`src/hdl/mcc_pkg.sv`:
```
// ----------------------------------------------------------------------------
// mcc_pkg
// Shared types, codes and sizes for the multi-cell charge controller.
// ----------------------------------------------------------------------------
package mcc_pkg;

  localparam int SLOTS        = 4;
  localparam int SAMPLES_LOG2 = 4;
  localparam int SAMPLES      = 1 << SAMPLES_LOG2;

  localparam int SMP_W      = 10;
  localparam int SUM_W      = SMP_W + SAMPLES_LOG2;
  localparam int CNT_W      = SAMPLES_LOG2;
  localparam int SLOT_W     = (SLOTS > 2) ? $clog2(SLOTS) : 1;
  localparam int SLOT_OUT_W = 2;
  localparam int SLOT_PAD_W = (SLOT_W > SLOT_OUT_W) ? SLOT_W : SLOT_OUT_W;
  localparam int MASK_OUT_W = 4;
  localparam int MASK_PAD_W = (SLOTS > MASK_OUT_W) ? SLOTS : MASK_OUT_W;
  localparam int BAR_W      = 5;

  localparam int APB_AW = 5;
  localparam int APB_DW = 32;
  localparam int REG_W  = 3;

  localparam logic [REG_W-1:0] REG_EMPTY      = 3'd0;
  localparam logic [REG_W-1:0] REG_BAD        = 3'd1;
  localparam logic [REG_W-1:0] REG_STOP       = 3'd2;
  localparam logic [REG_W-1:0] REG_HOLD       = 3'd3;
  localparam logic [REG_W-1:0] REG_BAR_ONE    = 3'd4;
  localparam logic [REG_W-1:0] REG_BAR_TWO    = 3'd5;
  localparam logic [REG_W-1:0] REG_BAR_THREE  = 3'd6;

  localparam logic OP_SAMPLE   = 1'b0;
  localparam logic OP_TICK     = 1'b1;
  localparam logic KIND_DRIVE  = 1'b0;
  localparam logic KIND_REPORT = 1'b1;

  localparam logic [BAR_W-1:0] BAR_NONE = 5'b00000;
  localparam logic [BAR_W-1:0] BAR_BAD  = 5'b00001;
  localparam logic [BAR_W-1:0] BAR_FULL = 5'b10000;

  typedef enum logic [1:0] {
    VERDICT_NONE     = 2'd0,
    VERDICT_BAD      = 2'd1,
    VERDICT_FULL     = 2'd2,
    VERDICT_CHARGING = 2'd3
  } mcc_verdict_e;

  typedef struct packed {
    logic [SMP_W-1:0] empty_limit;
    logic [SMP_W-1:0] bad_limit;
    logic [SMP_W-1:0] stop_limit;
    logic [SMP_W-1:0] hold_limit;
    logic [SMP_W-1:0] bar_step_one;
    logic [SMP_W-1:0] bar_step_two;
    logic [SMP_W-1:0] bar_step_three;
  } mcc_cfg_t;

  typedef struct packed {
    mcc_verdict_e     verdict;
    logic [BAR_W-1:0] bar;
  } mcc_class_t;

  function automatic logic [SLOTS-1:0] even_slots();
    logic [SLOTS-1:0] m;
    for (int i = 0; i < SLOTS; i++) begin
      m[i] = ((i % 2) == 0);
    end
    return m;
  endfunction

endpackage

```
`src/hdl/mcc_classify.sv`:
```
// ----------------------------------------------------------------------------
// mcc_classify
// Sorts an averaged reading into no cell, bad, full or charging and builds
// the bar pattern.
// ----------------------------------------------------------------------------
module mcc_classify import mcc_pkg::*; (
  input  logic [SMP_W-1:0] average_i,
  input  logic             charged_i,
  input  mcc_cfg_t         cfg_i,
  output mcc_class_t       class_o
);

  logic [BAR_W-1:0] bar_level;

  always_comb begin
    bar_level    = BAR_BAD;
    bar_level[1] = (average_i >= cfg_i.bar_step_one);
    bar_level[2] = (average_i >= cfg_i.bar_step_two);
    bar_level[3] = (average_i >= cfg_i.bar_step_three);
    bar_level[4] = (average_i >= cfg_i.hold_limit);
  end

  always_comb begin
    if (average_i <= cfg_i.empty_limit) begin
      class_o.verdict = VERDICT_NONE;
      class_o.bar     = BAR_NONE;
    end else if (average_i < cfg_i.bad_limit) begin
      class_o.verdict = VERDICT_BAD;
      class_o.bar     = BAR_BAD;
    end else if ((average_i >= cfg_i.stop_limit) ||
                 ((average_i > cfg_i.hold_limit) && charged_i)) begin
      class_o.verdict = VERDICT_FULL;
      class_o.bar     = BAR_FULL;
    end else begin
      class_o.verdict = VERDICT_CHARGING;
      class_o.bar     = bar_level;
    end
  end

endmodule

```
`src/hdl/multi_cell_charge_controller.sv`:
```
// ----------------------------------------------------------------------------
// multi_cell_charge_controller
// Round-robin charge controller: averages converter samples per slot,
// classifies each cell, keeps charging and charged masks and gives
// alternating even/odd pulse drives on timer ticks.
// ----------------------------------------------------------------------------
// channel  | handshake                  | payload
// in       | in_valid_i / in_ready_o    | operation_i, sample_i
// out      | out_valid_o / out_ready_i  | kind_o, drive_o, slot_o, average_o,
//          |                            | verdict_o, bar_pattern_o,
//          |                            | charging_bits_o, charged_bits_o
// cfg      | psel, penable, pwrite      | paddr, pwdata, prdata, pready
//
// one item per cycle while no result is held up at the output; an item passes
// the input register, then the result register
// the sixteenth sample of a measurement gives a report, a tick a drive update
// reset clears the accumulator, masks, slot and phase and loads the limits
// an item whose result cannot leave holds the input register; the result
// register drains while the next item is taken
// ----------------------------------------------------------------------------
module multi_cell_charge_controller import mcc_pkg::*; (
  input  logic                  clk_i,
  input  logic                  rst_ni,
  input  logic                  in_valid_i,
  output logic                  in_ready_o,
  input  logic                  operation_i,
  input  logic [SMP_W-1:0]      sample_i,
  output logic                  out_valid_o,
  input  logic                  out_ready_i,
  output logic                  kind_o,
  output logic [MASK_OUT_W-1:0] drive_o,
  output logic [SLOT_OUT_W-1:0] slot_o,
  output logic [SMP_W-1:0]      average_o,
  output logic [1:0]            verdict_o,
  output logic [BAR_W-1:0]      bar_pattern_o,
  output logic [MASK_OUT_W-1:0] charging_bits_o,
  output logic [MASK_OUT_W-1:0] charged_bits_o,
  input  logic                  psel,
  input  logic                  penable,
  input  logic                  pwrite,
  input  logic [APB_AW-1:0]     paddr,
  input  logic [APB_DW-1:0]     pwdata,
  output logic [APB_DW-1:0]     prdata,
  output logic                  pready
);

  localparam logic [SLOTS-1:0] EVEN_MASK = even_slots();
  localparam logic [SLOTS-1:0] ODD_MASK  = ~EVEN_MASK;
  localparam logic [CNT_W-1:0] LAST_CNT  = CNT_W'(SAMPLES - 1);
  localparam logic [SLOT_W-1:0] LAST_SLOT = SLOT_W'(SLOTS - 1);

  // configuration
  mcc_cfg_t         cfg_q;
  logic             cfg_wr;
  logic [REG_W-1:0] cfg_idx;
  logic [SMP_W-1:0] rd_val;

  assign pready  = 1'b1;
  assign cfg_idx = paddr[APB_AW-1:2];
  assign cfg_wr  = psel && penable && pwrite && pready;

  always_ff @(posedge clk_i or negedge rst_ni) begin
    if (!rst_ni) begin
      cfg_q.empty_limit    <= 10'd32;
      cfg_q.bad_limit      <= 10'd424;
      cfg_q.stop_limit     <= 10'd894;
      cfg_q.hold_limit     <= 10'd838;
      cfg_q.bar_step_one   <= 10'd682;
      cfg_q.bar_step_two   <= 10'd735;
      cfg_q.bar_step_three <= 10'd786;
    end else if (cfg_wr) begin
      unique case (cfg_idx)
        REG_EMPTY:     cfg_q.empty_limit    <= pwdata[SMP_W-1:0];
        REG_BAD:       cfg_q.bad_limit      <= pwdata[SMP_W-1:0];
        REG_STOP:      cfg_q.stop_limit     <= pwdata[SMP_W-1:0];
        REG_HOLD:      cfg_q.hold_limit     <= pwdata[SMP_W-1:0];
        REG_BAR_ONE:   cfg_q.bar_step_one   <= pwdata[SMP_W-1:0];
        REG_BAR_TWO:   cfg_q.bar_step_two   <= pwdata[SMP_W-1:0];
        REG_BAR_THREE: cfg_q.bar_step_three <= pwdata[SMP_W-1:0];
        default: ;
      endcase
    end
  end

  always_comb begin
    unique case (cfg_idx)
      REG_EMPTY:     rd_val = cfg_q.empty_limit;
      REG_BAD:       rd_val = cfg_q.bad_limit;
      REG_STOP:      rd_val = cfg_q.stop_limit;
      REG_HOLD:      rd_val = cfg_q.hold_limit;
      REG_BAR_ONE:   rd_val = cfg_q.bar_step_one;
      REG_BAR_TWO:   rd_val = cfg_q.bar_step_two;
      REG_BAR_THREE: rd_val = cfg_q.bar_step_three;
      default:       rd_val = '0;
    endcase
  end

  assign prdata = APB_DW'(rd_val);

  // input register
  logic             s1_valid_q;
  logic             s1_op_q;
  logic [SMP_W-1:0] s1_smp_q;

  // controller state
  logic [SUM_W-1:0]  sum_q, sum_d;
  logic [CNT_W-1:0]  cnt_q, cnt_d;
  logic [SLOT_W-1:0] slot_q, slot_d;
  logic [SLOTS-1:0]  charging_q, charging_d;
  logic [SLOTS-1:0]  charged_q, charged_d;
  logic              phase_q, phase_d;

  // result register
  logic              res_valid_q;
  logic              res_kind_q;
  logic [SLOTS-1:0]  res_drive_q;
  logic [SLOT_W-1:0] res_slot_q;
  logic [SMP_W-1:0]  res_avg_q;
  mcc_verdict_e      res_verdict_q;
  logic [BAR_W-1:0]  res_bar_q;
  logic [SLOTS-1:0]  res_charging_q;
  logic [SLOTS-1:0]  res_charged_q;

  logic             is_tick, last_smp, has_res, out_free, s1_go;
  logic [SUM_W-1:0] sum_next;
  logic [SMP_W-1:0] avg;
  logic [SLOTS-1:0] slot_bit;
  logic [SLOTS-1:0] tick_drive;
  mcc_class_t       cls;

  assign is_tick  = (s1_op_q == OP_TICK);
  assign last_smp = !is_tick && (cnt_q == LAST_CNT);
  assign has_res  = is_tick || last_smp;
  assign out_free = !res_valid_q || out_ready_i;
  assign s1_go    = s1_valid_q && (!has_res || out_free);
  assign in_ready_o = !s1_valid_q || s1_go;

  assign sum_next = sum_q + SUM_W'(s1_smp_q);
  assign avg      = sum_next[SUM_W-1:SAMPLES_LOG2];
  assign slot_bit = SLOTS'(1) << slot_q;

  mcc_classify u_classify (
    .average_i (avg),
    .charged_i ((charged_q & slot_bit) != '0),
    .cfg_i     (cfg_q),
    .class_o   (cls)
  );

  always_comb begin
    tick_drive = '0;
    if (cnt_q == '0) begin
      tick_drive = charging_q & (phase_q ? EVEN_MASK : ODD_MASK);
    end
  end

  always_comb begin
    sum_d      = sum_q;
    cnt_d      = cnt_q;
    slot_d     = slot_q;
    charging_d = charging_q;
    charged_d  = charged_q;
    phase_d    = phase_q;
    if (is_tick) begin
      if (cnt_q == '0) begin
        phase_d = !phase_q;
      end
    end else if (last_smp) begin
      sum_d      = '0;
      cnt_d      = '0;
      slot_d     = (slot_q == LAST_SLOT) ? '0 : slot_q + 1'b1;
      charging_d = charging_q & ~slot_bit;
      case (cls.verdict)
        VERDICT_FULL:     charged_d = charged_q | slot_bit;
        VERDICT_CHARGING: begin
          charging_d = (charging_q & ~slot_bit) | slot_bit;
          charged_d  = charged_q & ~slot_bit;
        end
        default:          charged_d = charged_q & ~slot_bit;
      endcase
    end else begin
      sum_d = sum_next;
      cnt_d = cnt_q + 1'b1;
    end
  end

  always_ff @(posedge clk_i or negedge rst_ni) begin
    if (!rst_ni) begin
      s1_valid_q  <= 1'b0;
      res_valid_q <= 1'b0;
      sum_q       <= '0;
      cnt_q       <= '0;
      slot_q      <= '0;
      charging_q  <= '0;
      charged_q   <= '0;
      phase_q     <= 1'b0;
    end else begin
      if (in_ready_o) begin
        s1_valid_q <= in_valid_i;
      end
      if (s1_go && has_res) begin
        res_valid_q <= 1'b1;
      end else if (out_ready_i) begin
        res_valid_q <= 1'b0;
      end
      if (s1_go) begin
        sum_q      <= sum_d;
        cnt_q      <= cnt_d;
        slot_q     <= slot_d;
        charging_q <= charging_d;
        charged_q  <= charged_d;
        phase_q    <= phase_d;
      end
    end
  end

  always_ff @(posedge clk_i) begin
    if (in_valid_i && in_ready_o) begin
      s1_op_q  <= operation_i;
      s1_smp_q <= sample_i;
    end
    if (s1_go && has_res) begin
      res_charging_q <= charging_d;
      res_charged_q  <= charged_d;
      if (is_tick) begin
        res_kind_q    <= KIND_DRIVE;
        res_drive_q   <= tick_drive;
        res_slot_q    <= '0;
        res_avg_q     <= '0;
        res_verdict_q <= VERDICT_NONE;
        res_bar_q     <= BAR_NONE;
      end else begin
        res_kind_q    <= KIND_REPORT;
        res_drive_q   <= '0;
        res_slot_q    <= slot_q;
        res_avg_q     <= avg;
        res_verdict_q <= cls.verdict;
        res_bar_q     <= cls.bar;
      end
    end
  end

  logic [MASK_PAD_W-1:0] drive_pad, charging_pad, charged_pad;
  logic [SLOT_PAD_W-1:0] slot_pad;

  assign drive_pad    = MASK_PAD_W'(res_drive_q);
  assign charging_pad = MASK_PAD_W'(res_charging_q);
  assign charged_pad  = MASK_PAD_W'(res_charged_q);
  assign slot_pad     = SLOT_PAD_W'(res_slot_q);

  assign out_valid_o     = res_valid_q;
  assign kind_o          = res_kind_q;
  assign drive_o         = drive_pad[MASK_OUT_W-1:0];
  assign slot_o          = slot_pad[SLOT_OUT_W-1:0];
  assign average_o       = res_avg_q;
  assign verdict_o       = res_verdict_q;
  assign bar_pattern_o   = res_bar_q;
  assign charging_bits_o = charging_pad[MASK_OUT_W-1:0];
  assign charged_bits_o  = charged_pad[MASK_OUT_W-1:0];

  // a cell is never charging and charged at once
  a_masks_disjoint: assert property (@(posedge clk_i) disable iff (!rst_ni)
    (charging_q & charged_q) == '0)
    else $error("charging and charged masks overlap");

  // drives only go to slots that are charging
  a_drive_in_mask: assert property (@(posedge clk_i) disable iff (!rst_ni)
    out_valid_o && (kind_o == KIND_DRIVE) |-> (drive_o & ~charging_bits_o) == '0)
    else $error("drive on a slot that is not charging");

  // reports carry no drive
  a_report_no_drive: assert property (@(posedge clk_i) disable iff (!rst_ni)
    out_valid_o && (kind_o == KIND_REPORT) |-> drive_o == '0)
    else $error("report with drive bits");

  // pulse timer stands still during a measurement
  a_tick_in_measure: assert property (@(posedge clk_i) disable iff (!rst_ni)
    s1_go && is_tick && (cnt_q != '0) |=> (res_drive_q == '0) && $stable(phase_q))
    else $error("drive given during a measurement");

endmodule
```
`config.mk`:
```
export PLATFORM = sky130hd
export DESIGN_NAME = multi_cell_charge_controller
export DESIGN_NICKNAME = d
export VERILOG_FILES = /design/src/hdl/mcc_pkg.sv /design/src/hdl/mcc_classify.sv /design/src/hdl/multi_cell_charge_controller.sv
export SDC_FILE = /design/constraint.sdc
export NUM_CORES = 1
export LEC_CHECK = 0
export BUFFER_PORTS_ARGS = -buffer_cell sky130_fd_sc_hd__buf_2
export CAP_MARGIN = 5
export CORE_ASPECT_RATIO = 1.2
export CORE_UTILIZATION = 36
export CTS_CLUSTER_SIZE = 20
export DETAILED_ROUTE_END_ITERATION = 12
export SLEW_MARGIN = 20
export SYNTH_ARGS = -nofsm -noshare
export SYNTH_HDL_FRONTEND = slang
export SYNTH_SLANG_ARGS = --single-unit
```
`constraint.sdc`:
```
create_clock -name clk_i -period 3.75 [get_ports clk_i]
set_input_delay 0.1875 -clock clk_i [delete_from_list [all_inputs] [get_ports clk_i]]
set_output_delay 0.1875 -clock clk_i [all_outputs]
set_load 0.02 [all_outputs]
```
==> impl_metrics.tcl <==
set metrics [dict create \
    num_antenna_cells 0 \
    hold_start "pwdata[9]" \
    syn2layout_area_growth_pct 21.5 \
    die_width_um 143 \
    end_kind "flip-flop" \
    yosys_warnings 0 \
    finalNonFillerCells 1275 \
    clock-sinks 144 \
    status "complete, no violations" \
    htree_num_levels 4 \
    holdPathStages 3 \
    antenna_found_initial 0 \
    postRouteAntennaNets 0 \
    grt_pass1_wl_mm 33.9 \
    crit_fanout 8 \
    fin_area_mm2 0.0104 \
    yosysSeqAreaShare_pct 45.1 \
    routabilityCongestion 0.880 \
    coreArea_mm2 0.0233 \
    synth.distinct_cells 63 \
    syn_inst 829 \
    drc 0 \
    final.min_clock_period_ns 3.60 \
    wl_mm 21.3 \
    r2r-start "s1_smp_q[0]$_DFFE_PP_" \
    cp-start-kind "flip-flop" \
    dp_hpwl_mm 15.7 \
    io_pins 122 \
    track_usage_pct 18.4 \
    dr.pass1.iters 5 \
    drive_gt1_share_pct 27.0 \
    slew_headroom_pct 32.3 \
    fmax_ghz 0.278 \
    met2_usage_pct 30.5 \
    hp-class "input pin to flip-flop" \
    use_met3_pct 2.97 \
    setup-violations-final 0 \
    die_h_um 171 \
    place_area_mm2 0.00938 \
    reg2regPathDepth 16 \
    hold_violations 0 \
    worstMarginPinSlew_ns 1.01 \
    p_per_area_mw_per_mm2 791 \
    via_per_inst 5.01 \
    syn_area_mm2 0.00856 \
    busiest_layer "met2" \
    cts.path.max_buffers 2 \
    slowest_delay_ns 0.37 \
    leakage_nw 4.63 \
    r2r_slack_ns 0.15 \
    dp.cells 1227 \
    slew_viol_final 0 \
    gr-total-overflow 0 \
    num_rows 61 \
    vias 6389 \
    crit_required_ns 4.00 \
    synth_seq_cells 144 \
    crit_chain "ha_2 > buf_4 > a211oi_4 > o21bai_2 > o21ai_2 > o32ai_4 > xor2_1 > buf_4 > ha_1 > and3_4 > nand3_1 > o21ai_2 > a21oi_2 > or3_4 > buf_4 > o31ai_2" \
    hold_end "cfg_q[9]$_DFFE_PN1P_" \
    synth_edf_count 43 \
    cts-root-buf "clkbuf_16" \
    finalCritPeriodShare_pct 96.0 \
    vdd_drop_max_mv 0.403 \
    grt_pass1_vias 6163 \
    grt_max_degree 44 \
    cts-buffers-inserted 17 \
    slowest_stage "edfxtp_1" \
    path_clk_slew_ns 0.06 \
    async_flop_share_pct 70.1 \
    use_met1_pct 23.9 \
    cts_tree "built" \
    nets 1088 \
    port_buffers 74 \
    insertion_delay_ns 0.42 \
    synth.avg_cell_area_um2 10.3 \
    worst_ep_arrival_time_ns 3.85 \
    die_area_mm2 0.0244 \
    cpLargestDelayFamily "compound AO/OA/AOI/OAI gates" \
    critPathKind "flip-flop to flip-flop" \
    first_iter_violations 362 \
    critPathBufInv 3 \
    wire_per_inst_um 16.7 \
    cap_viol_max_count 0 \
    cpMostUsedCell "buf_4" \
    initial_core_util_pct 36.8 \
    synth_ff_type "dfrtp_1" \
    r2r-end "charged_bits_o[1]$_DFFE_PP_" \
    clock_skew_ns 0.0102 \
]
==> repair_timing <==
item / 4_1_cts / 5_1_grt
resized for setup: 9 / 40
hold buffers: 13 / 0
endpoints found under the setup margin: 22 / 23
hold endpoints to repair: 36 / 0
buffers inserted: 0 / 3
pin swaps: 0 / 3
==> state kept, by name, indices dropped and copies added, names as in the netlist, 5 cells and up <==
register	flops
sum_q	14
bar_pattern_o	5
cfg_q	70
average_o	10
s1_smp_q	10
==> stage by stage <==
stage / hold slack [ns] / utilization (%) / TNS, ns / setup slack (ns) / total power [mW]
6_report: 0.0539 / 44.7 / 0 / 0.151 / 8.22
5_1_grt: 0.0540 / 44.7 / -0.0498 / -0.0252 / 8.85
4_1_cts: 0.0355 / 43.7 / -0.00964 / -0.00964 / 7.98
3_5_place_dp: 0.139 / 40.3 / -1.32 / -0.166 / 6.02
3_3_place_gp: 0.145 / 40.3 / -0.0355 / -0.0123 / 5.96
2_1_floorplan: -0.108 / - / 0 / 0.105 / 4.75
==> how the worst max path moves through the flow <==
stage | cells after the start | slack, ns | end | from
5_1_grt | 14 | -0.03 | bar_pattern_o[3]$_SDFFCE_PP0P_ | s1_smp_q[5]$_DFFE_PP_
2_1_floorplan | 12 | 0.11 | charged_bits_o[0]$_DFFE_PP_ | sum_q[9]$_DFFE_PN0P_
6_report | 16 | 0.15 | charged_bits_o[1]$_DFFE_PP_ | s1_smp_q[0]$_DFFE_PP_
3_5_place_dp | 14 | -0.17 | bar_pattern_o[1]$_SDFFCE_PP0P_ | s1_smp_q[0]$_DFFE_PP_
3_3_place_gp | 12 | -0.01 | charging_bits_o[3]$_DFFE_PP_ | s1_smp_q[9]$_DFFE_PP_
4_1_cts | 12 | -0.01 | bar_pattern_o[1]$_SDFFCE_PP0P_ | s1_smp_q[9]$_DFFE_PP_
==> cell usage after synthesis, drive strengths merged, types with 8 or more instances <==
| library cell | number | share of area, % |
|---|---|---|
| clkbuf | 17 | 0.75 |
| buf | 30 | 2.7 |
| a21o | 8 | 0.72 |
| and2 | 11 | 0.80 |
| o31ai | 17 | 2.1 |
| nand3 | 11 | 0.64 |
| mux4 | 8 | 2.1 |
| nand2b | 14 | 1.0 |
| nor2 | 36 | 1.6 |
| a21oi | 39 | 2.4 |
| inv | 76 | 3.3 |
| nand2 | 106 | 4.6 |
| ha | 85 | 12 |
| a211oi | 10 | 0.88 |
| dfstp | 35 | 11 |
| mux2i | 9 | 1.1 |
| dfrtp | 66 | 19 |
| o21ai | 80 | 4.7 |
| mux2 | 30 | 3.9 |
| edfxtp | 43 | 15 |
==> placed cells by master, fill, tap and decap left out, types with 13 or more instances in the layout <==
cell,n
a21oi_1,34
buf_2,73
buf_4,38
clkbuf_16,18
conb_1,23
dfrtp_1,66
dfstp_2,35
dlygate4sd3_1,13
edfxtp_1,43
ha_1,79
inv_1,76
mux2_2,21
nand2_1,106
nand2b_1,14
nor2_1,33
o21ai_0,70
==> layout make-up <==
class                   instances  area [um^2]
fillers                      2220        12900
multi-input cells             583         4440
flip-flops and latches        144         3860
repair buffers                125          792
clock buffers                  22          465
well taps                     315          394
inverters                      76          285
clock inverters                10          159
==> kinds of logic after synthesis <==
family | Yosys count | share of synthesized area (%)
AND/OR/NAND/NOR | 211 | 11.5
multiplexers | 47 | 7.10
AO/OA/AOI/OAI | 204 | 15.6
buffers and inverters | 123 | 6.78
flip-flops | 144 | 45.1
XOR/XNOR | 12 | 1.23
adder cells (fa/ha/maj) | 86 | 12.7
other | 2 | 0.0877
==> worst min-delay path, cell delays in order <==
cell and delay [ns]:
buf_2 0.14, nand2_1 0.06, o21ai_0 0.07
==> routing by layer <==
layer,vias up,wire length [um]
li1,3151,-
met1,3073,9430
met2,139,10600
met3,26,706
met4,0,557
met5,-,0
==> report_power, final <==
group	total, mW	leakage [nW]	switching [mW]	internal, mW
Clock	1.81	0.301	0.661	1.15
Sequential	2.25	1.59	0.218	2.03
Combinational	4.16	2.74	2.37	1.80
No activity file was read; power rests on OpenSTA's default activity.
